### config.mk
export PLATFORM = sky130hd
export DESIGN_NAME = ljg_div
export DESIGN_NICKNAME = d
export VERILOG_FILES = /design/src/hw/rtl/ljg_div.sv
export SDC_FILE = /design/constraint.sdc
export NUM_CORES = 1
export LEC_CHECK = 0
export BUFFER_PORTS_ARGS = -buffer_cell sky130_fd_sc_hd__buf_4
export CORE_ASPECT_RATIO = 1.5
export CORE_MARGIN = 2
export CORE_UTILIZATION = 55
export CTS_BUF_LIST = sky130_fd_sc_hd__clkbuf_8
export DETAILED_ROUTE_END_ITERATION = 6
export PLACE_DENSITY = 0.76
export SLEW_MARGIN = 5
export SYNTH_ARGS = -nofsm -noshare
export SYNTH_HDL_FRONTEND = slang
export SYNTH_SLANG_ARGS = --single-unit
### constraint.sdc
create_clock -name clk -period 13.51 [get_ports clk]
set_input_delay 1.351 -clock clk [delete_from_list [all_inputs] [get_ports clk]]
set_output_delay 1.351 -clock clk [all_outputs]
set_load 0.005 [all_outputs]
### src/hw/rtl/ljg_div.sv
// ----------------------------------------------------------------------------
// ljg_div
// Radix-2 restoring divider, 2^40 / d, one quotient bit per cycle.
// ----------------------------------------------------------------------------
module ljg_div (
  input  logic        clk,
  input  logic        rst,
  input  logic        start,
  input  logic [31:0] den,
  output logic        done,
  output logic [40:0] quo
);

  logic [41:0] num;
  logic [32:0] rem;
  logic [31:0] d;
  logic [5:0]  cnt;
  logic        busy;
  logic [33:0] trial;

  assign trial = {rem, num[41]} - {2'b0, d};

  always_ff @(posedge clk) begin
    if (rst) begin
      busy <= 1'b0;
      done <= 1'b0;
    end else begin
      done <= 1'b0;
      if (start) begin
        busy <= 1'b1;
        num  <= 42'h1 << 40;
        rem  <= '0;
        d    <= den;
        cnt  <= 6'd42;
      end else if (busy) begin
        num <= {num[40:0], ~trial[33]};
        rem <= trial[33] ? {rem[31:0], num[41]} : trial[32:0];
        cnt <= cnt - 6'd1;
        if (cnt == 6'd1) begin
          busy <= 1'b0;
          done <= 1'b1;
        end
      end
    end
  end

  assign quo = num[40:0];

endmodule

==> impl.org, run 1 <==
** Run status
- Outcome :: complete, no violations

** Layout
- Fraction of layout cells with a size suffix above 1 :: 0.179
- At the end of the flow, the number of nets in the layout was 721.
- Compared with the post-synthesis result, the final layout area differs by 10.6%.
- Excluding fillers, the count of instances in the completed layout stands at 817.
- The sequential cells in the finished layout cover a total of 3430 µm².
- Fill cells in the final layout number 963.
- In the final layout, the multi-input gates occupy 2720 µm².
- The top cell types in the final layout, fill and taps aside, are edfxtp_1, buf_4, nor2_1.
- Antenna diode instance count :: 0
- Most common cell after layout, fill and taps aside :: edfxtp_1

** STA
- Final hold viol count :: 0
- Maximum frequency from static timing analysis :: 0.268 GHz
- For the pin with the worst max-slew slack, the measured transition is 1140 ps.
- Tmin final :: 3740 ps
- RSZ-0062 raised after global routing :: no
- Clock skew after layout :: 11.5 ps
- Count of final setup violators :: 0
- Adding up every negative setup slack in the final design gives 0 ps.
- Max-Slew Margin vs Limit :: 0.234
- Share of the clock period used by the worst path :: 0.277
- The number of max-slew violations in the final report is 0.
- After layout, the worst setup slack is 9770 ps.

** Clock tree
- Level count of the clock H-tree :: 4
- Clock transition at the register clock pins on the worst setup and hold paths after CTS :: 80 ps
- Number of buffers created by CTS :: 17
- CTS placed an instance of clkbuf_8 at the clock tree root.
- The later pin in the worst-skew pair is clocked with a latency of 430 ps.
- Post-cts hold buffer count :: 0
- TritonCTS built the clock tree.
- The tree built by TritonCTS fans out to 115 sinks.
- Once the clock tree was built, the resizer swapped 0 gates to a different size.
- Post-CTS repair timing setup buffer count :: 0
- No sink is reached through more buffers than the 2 on the longest clock path.

** Yosys
- Synth area leaders :: edfxtp_1, ha_1, buf_4
- For this run, the leading register cell type out of synthesis is edfxtp_1.
- Synthesized Nets :: 687
- After synthesis the netlist holds a flip-flop and latch count of 115.
- Cells after synthesis :: 617
- Netlist cell types :: 58
- Proportion of synthesized flip-flops having asynchronous set or reset :: 0
- Fraction of synthesized cell area taken by the top area cell type :: 0.504
- The average instance in the mapped netlist occupies 10.9 µm².
- The share of the Yosys chip area taken by registers is 0.510.
- The Yosys step of the flow raised 0 warnings.
- Largest area contributor in the synthesized netlist :: edfxtp_1
- Area of the mapped netlist :: 6730 µm²
- Number of flops mapped to enable cells by yosys :: 113

** Worst setup path
- Worst-case register-to-register setup slack :: 9770 ps
- Max incr delay on CP :: 940 ps
- Grouping stages by cell kind, the critical path spends the most delay in compound AO/OA/AOI/OAI gates.
- The worst setup path is of the reg -> reg kind.
- Cells traversed along the worst timing path :: ha_1 > nand2_1 > o21ai_0 > a41oi_1 > a21oi_1 > nand2_1 > o211ai_1 > buf_4 > mux2i_1 > nor2_1
- The worst setup path is captured at a flip-flop.
- Critical path peak fanout :: 18
- For this design, the slowest cell found on the critical path is o211ai_1.
- Counting buffers and inverters, the worst setup path is 10 cells deep.
- Worst reg2reg path startpoint :: rem[23]$_SDFFCE_PP0P_
- Endpoint of the worst register-to-register path :: rem[26]$_SDFFCE_PP0P_
- Data arrives at the worst endpoint at 3890 ps.
- STA classifies the critical path startpoint as a flip-flop.
- For the worst setup path, the data required time is 13670 ps.
- The number of buffers and inverters on the critical path is 1.
- Critical path's most frequent cell :: nand2_1
- Measured in cells, the most critical reg-to-reg path has a length of 10.

** Floorplanning
- The die covers 13100 µm².
- The initial utilization of the core area, before any placement, comes to 0.563.
- Height of the chip :: 139 µm
- The total area inside the core boundary comes to 12000 µm².
- The initialized floorplan defines 49 standard-cell rows.
- Die width :: 94.3 µm
- Number of placed I/O pins :: 77

** Flow run
- Across the run, the number of max-cap violations was 0.

** Power
- Leak pwr :: 3.06 nW
- Clock power share :: 0.277
- The internal power of the cells totals 0.684 mW.
- Switching power :: 0.333 mW
- Reg power frac :: 0.440
- P per Cell Area :: 137 nW/µm²
- The design draws 1.02 mW.
- Worst supply voltage drop on vdd :: 91.6 µV
- Combinational group share of total power :: 0.283
- Switching fraction of total power :: 0.327

** GRT
- The total overflow left after global routing is 0.
- Entering global routing, the biggest net connects 86 pins.
- Number of antenna violations at the first check in global routing :: 0
- The first global-routing pass estimated 22000 µm of wire.
- The number of global-route vias before repair is 4621.
- In the global route stage, overall resource usage came out at 0.212.

** Hold path
- The min-delay analysis places its worst path in the category reg -> reg.
- The startpoint identified for the worst hold timing path is busy$_SDFF_PP0_.
- Counting instances, the worst hold path has a depth of 1.
- Endpoint of the worst hold-timing path :: done$_SDFF_PP0_

** Placement
- In this run the tool buffered the top-level ports with 76 buffer cells.
- Before CTS, the worst setup slack after placement is 9760 ps.
- Half-perimeter wire length of the detailed placement result :: 9110 µm
- Placed Cells incl. Taps :: 785
- At the end of routability-driven placement, the weighted congestion stood at 0.905.

** Route
- The detailed router finished its first iteration with 254 violations.
- Number of iterations in the first detailed-routing pass :: 6
- Dividing the detail-routed via count by the number of cells gives 5.62.
- Mean routed wirelength per cell :: 16.3 µm
- Total number of vias :: 4592
- For this run, design rule violations remaining after detail routing come to 0.
- The count of nets left with antenna violations once routing finished came out at 0.
- Final wirelength :: 13300 µm
metal layers:
layer	up-vias	routed length [µm]	GRT usage
met5	-	0	0
met4	0	289	0.0923
met3	25	712	0.0520
met2	141	6680	0.352
met1	2193	5630	0.261
li1	2233	-	-
worst register-to-register path: cells and delay by family, from the launching register on:
family                   cells  cell delay, ps
AO/OA/AOI/OAI                4            1580
adder cells (fa/ha/maj)      1             470
buffers and inverters        1             450
flip-flops                   1             400
multiplexers                 1             250
AND/OR/NAND/NOR              3             320
state kept, by name, summed over array words and instances, names as in the netlist:
register,flops
num,42
cnt,6
rem,33
d,32
done,1
busy,1
how the worst max path moves through the flow:
stage,from,to,slack [ps]
detailed placement,rem[21]$_SDFFCE_PP0P_,rem[22]$_SDFFCE_PP0P_,9760
floorplan,start,cnt[0]$_SDFFCE_PP0P_,7940
global route,rem[11]$_SDFFCE_PP0P_,rem[21]$_SDFFCE_PP0P_,9410
finish,rem[23]$_SDFFCE_PP0P_,rem[26]$_SDFFCE_PP0P_,9770
global placement,start,rem[20]$_SDFFCE_PP0P_,9830
CTS,rem[23]$_SDFFCE_PP0P_,rem[22]$_SDFFCE_PP0P_,9740
cells by family after synthesis:
| group | synth area share |
|---|---|
| buffers and inverters | 0.0876 |
| XOR/XNOR | 0.0326 |
| AND/OR/NAND/NOR | 0.147 |
| adder cells (fa/ha/maj) | 0.0662 |
| AO/OA/AOI/OAI | 0.123 |
| flip-flops | 0.510 |
| multiplexers | 0.0329 |
through the flow:
step	cell area, µm²	util	hold WS [ps]
floorplan	6730	-	460
global placement	7090	0.593	471
detailed placement	7090	0.593	477
CTS	7440	0.622	488
global route	7440	0.622	514
finish	7440	0.622	487
power by group through the flow:
stage	Combinational, mW	Sequential (mW)	Clock, mW
2_1_floorplan	0.232	0.450	0
6_report	0.287	0.448	0.282
4_1_cts	0.287	0.448	0.286
5_1_grt	0.318	0.451	0.300
3_5_place_dp	0.285	0.455	0
3_3_place_gp	0.278	0.454	0
synthesized netlist by cell type, drive strengths merged (11+ instances only):
library cell / n
nor2b: 44
xnor2: 19
o21ai: 19
a21o: 11
nor2: 55
ha: 34
nand2: 32
inv: 44
clkbuf: 11
mux2i: 21
buf: 52
edfxtp: 113
a21oi: 35
cell type report:
| class | count | area share |
|---|---|---|
| inverter | 44 | 0.0222 |
| clock buffer | 17 | 0.0315 |
| timing repair buffer | 78 | 0.0787 |
| sequential | 115 | 0.462 |
| tap | 153 | 0.0257 |
| multi-input combinational | 395 | 0.366 |
| clock inverter | 15 | 0.0148 |
Note: power is estimated with default switching activity, not from simulation.
==> inputs of run 2 (changes only) <==
PLACE_DENSITY = 0.79   (was 0.76)
clock period = 3.05 ns   (was 13.51 ns; I/O delays follow)
==> run 2 against run 1 <==
  * Power grew to 4.8 times the previous value
  * Worst hold slack got worse by 450 ps
  * Non-clock buffer count increased by 19
  * Sequential share of layout area shrank 2.0 points
  * Final cell count up 2.3%
  * Critical path type unchanged
  * Critical endpoint is now rem[32]$_SDFFCE_PP0P_
  * Largest cell class unchanged
  * Highest routed layer unchanged
==> impl.org, run 2 (synthesis results as in run 1) <==
** GRT
- GRT Util Overall :: 0.214
- The number of global-route vias before repair was 4895.
- Grt total ovfl :: 0
- Largest net degree at the start of global routing :: 48
- Number of antenna violations at the first check in global routing :: 0
- Global-route wire length before repair :: 22200 µm

** Power
- PnR Total Power :: 4.88 mW
- Clock power share :: 0.302
- Leak pwr :: 3.19 nW
- Total internal power :: 3.31 mW
- Of the total power, combinational logic draws 0.291.
- VDD sags by at most 445 µV.
- Switching power :: 1.56 mW
- In this run the power density over the cells is 628 nW/µm².
- The share of total power dissipated in sequential elements is 0.407.
- Of the total power, the share spent switching nets is 0.321.

** Hold path
- In this run the most critical hold path is launched from den[14].
- For hold timing, the worst endpoint is d[14]$_DFFE_PP_.
- WHS Path Cells :: 1
- The tightest min-delay check is of the in -> reg type.

** Floorplanning
- The core region is 12000 µm².
- For this configuration, the core starts out at a cell density of 0.563.
- The die covers 13100 µm².
- Number of standard-cell rows in the floorplan :: 49
- For this design the top-level I/O count stands at 77.
- Height of the chip :: 139 µm
- Die width :: 94.3 µm

** Worst setup path
- WP data required :: 3240 ps
- By instance count, the cell type seen most on the critical path is a21o_1.
- Crit path buf inv count :: 0
- Measured in cells, the most critical reg-to-reg path has a length of 9.
- The cell family contributing the most delay on the critical path is compound AO/OA/AOI/OAI gates.
- Of all nets on the critical path, the largest fanout is 11.
- The critical path is of the reg -> reg type.
- At the worst endpoint, the arrival time is 3220 ps.
- Critical Path Slowest Stage Cell :: ha_1
- The startpoint identified for the worst register-to-register timing path is rem[11]$_SDFFCE_PP0P_.
- STA classifies the critical path startpoint as a flip-flop.
- Max incr delay on CP :: 450 ps
- STA classifies the critical path endpoint as a flip-flop.
- Endpoint of the worst register-to-register path :: rem[32]$_SDFFCE_PP0P_
- Setup slack on the worst reg-to-reg path comes out at 30 ps.
- Walking the worst path, the cells encountered are ha_1 > a21oi_2 > o21ai_0 > a2111o_1 > a21o_1 > a21o_1 > o211a_2 > a2111oi_4 > mux2_1.

** Layout
- Highest-count cells in the layout ignoring fill and taps :: edfxtp_1, buf_4, nor2_1
- Ranked by flip-flop count, first place goes to num.
- The repair_antennas step left the layout with diodes totalling 0.
- In the final layout, the registers with the most flip-flops are num x42, rem x33, d x32.
- Most common cell after layout, fill and taps aside :: edfxtp_1
- Layout area overhead :: 15.5%
- Number of fillers in the final layout :: 937
- The final layout contains 740 nets.
- Area occupied by multi-input gates :: 2830 µm²
- The sequential cells in the finished layout cover a total of 3430 µm².
- Fraction of layout cells with a size suffix above 1 :: 0.227
- The register with the most flip-flops in the layout has 42 of them.

** Clock tree
- After clock tree synthesis, the flow added hold-fix buffers numbering 0.
- The tree is rooted in a clkbuf_8.
- Level count of the clock H-tree :: 4
- Maximum count of clock buffers along a single path :: 2
- Counting the buffers created by CTS gives 17.
- Clock latency at the later pin of the worst-skew pair :: 440 ps
- After clock tree synthesis, the clock-pin slew on the worst setup and hold paths is 80 ps.
- # clock sinks :: 115
- TritonCTS built the clock tree.

** STA
- Count of final setup violators :: 0
- Headroom to the max-slew limit came out at 0.593.
- Final hold viol count :: 0
- For the pin with the worst max-slew slack, the measured transition is 611 ps.
- Maximum frequency from static timing analysis :: 0.331 GHz
- Hold timing on the final database bottoms out at a slack of 38.6 ps.
- Max Transition Viols Final :: 0
- Share of the clock period used by the worst path :: 0.991
- Clock skew after layout :: 10.6 ps
- The worst path needs 3020 ps of the cycle, external delays included.

** Placement
- Half-perimeter wire length of the detailed placement result :: 9310 µm
- At the end of routability-driven placement, the weighted congestion stood at 0.920.
- Input and output buffers added on the ports amount to 76.

** Route
- After detailed routing, the average wire length per cell comes to 16.5 µm.
- Final ANT Viol Nets :: 0
- After detailed routing, the number of vias per cell comes to 5.70.
- The first detailed-routing pass took 5 iterations.
- In the routed design, unresolved DRC markers number 0.
- The first routing iteration left 261 violations.
- Final wirelength :: 13800 µm
- Across all layers, the routed design uses 4763 vias.

** Run status
- The run finished with clean final reports.

** Flow run
- Number of max-cap violations :: 0
[run 2: cell count changes in the layout (fill, tap and decap cells not counted), sizes merged]
| cell | before | now |
|---|---|---|
| buf | 78 | 96 |
| bufinv | 0 | 2 |
| clkbuf | 17 | 18 |
| clkinv | 6 | 4 |
| clkinvlp | 3 | 2 |
| inv | 50 | 51 |
[run 2: layout make-up]
cell class | count | share of cell area
Tap cell | 153 | 0.0246
Timing Repair Buffer | 97 | 0.0960
Sequential cell | 115 | 0.442
Multi-Input combinational cell | 395 | 0.364
Inverter | 44 | 0.0213
Clock inverter | 15 | 0.0222
Clock buffer | 17 | 0.0301
[run 2: through the flow]
| stage | instances | util | cell area (µm²) | setup WS, ps | setup TNS, ps |
|---|---|---|---|---|---|
| 2_1_floorplan | 617 | - | 6730 | 226 | 0 |
| 3_3_place_gp | 803 | 0.606 | 7240 | 149 | 0 |
| 3_5_place_dp | 803 | 0.606 | 7240 | 53.2 | 0 |
| 4_1_cts | 835 | 0.640 | 7650 | 43.8 | 0 |
| 5_1_grt | 836 | 0.650 | 7770 | -74.2 | -220 |
| 6_report | 836 | 0.650 | 7770 | 26.1 | 0 |
[run 2: worst max path at each step]
stage               depth (start not counted)               endpoint             startpoint
finish                                      9  rem[32]$_SDFFCE_PP0P_  rem[11]$_SDFFCE_PP0P_
global route                                9  rem[32]$_SDFFCE_PP0P_  rem[11]$_SDFFCE_PP0P_
CTS                                         9  rem[32]$_SDFFCE_PP0P_   rem[5]$_SDFFCE_PP0P_
detailed placement                          9  rem[32]$_SDFFCE_PP0P_   rem[5]$_SDFFCE_PP0P_
global placement                            9  rem[32]$_SDFFCE_PP0P_   rem[5]$_SDFFCE_PP0P_
floorplan                                   9  rem[32]$_SDFFCE_PP0P_   rem[5]$_SDFFCE_PP0P_
[run 2: power by group through the flow]
stage	Clock, mW	Combinational, mW	Sequential, mW
2_1_floorplan	0	1.03	1.99
3_3_place_gp	0	1.31	2.01
3_5_place_dp	0	1.34	2.01
4_1_cts	1.50	1.35	1.98
5_1_grt	1.55	1.55	2.00
6_report	1.47	1.42	1.98
[run 2: what timing repair did]
| action | 4_1_cts | 5_1_grt |
|---|---|---|
| buffers inserted | 0 | 1 |
| setup endpoints to repair | 0 | 21 |
| gates resized for setup | 0 | 20 |
[run 2: metal layers]
layer  vias up  wire length (µm)  global-route usage
met3        34               737              0.0606
met1      2289              5670               0.247
li1       2275                 -                   -
met4         0               321              0.0847
met2       165              7100               0.370
met5         -                 0                   0
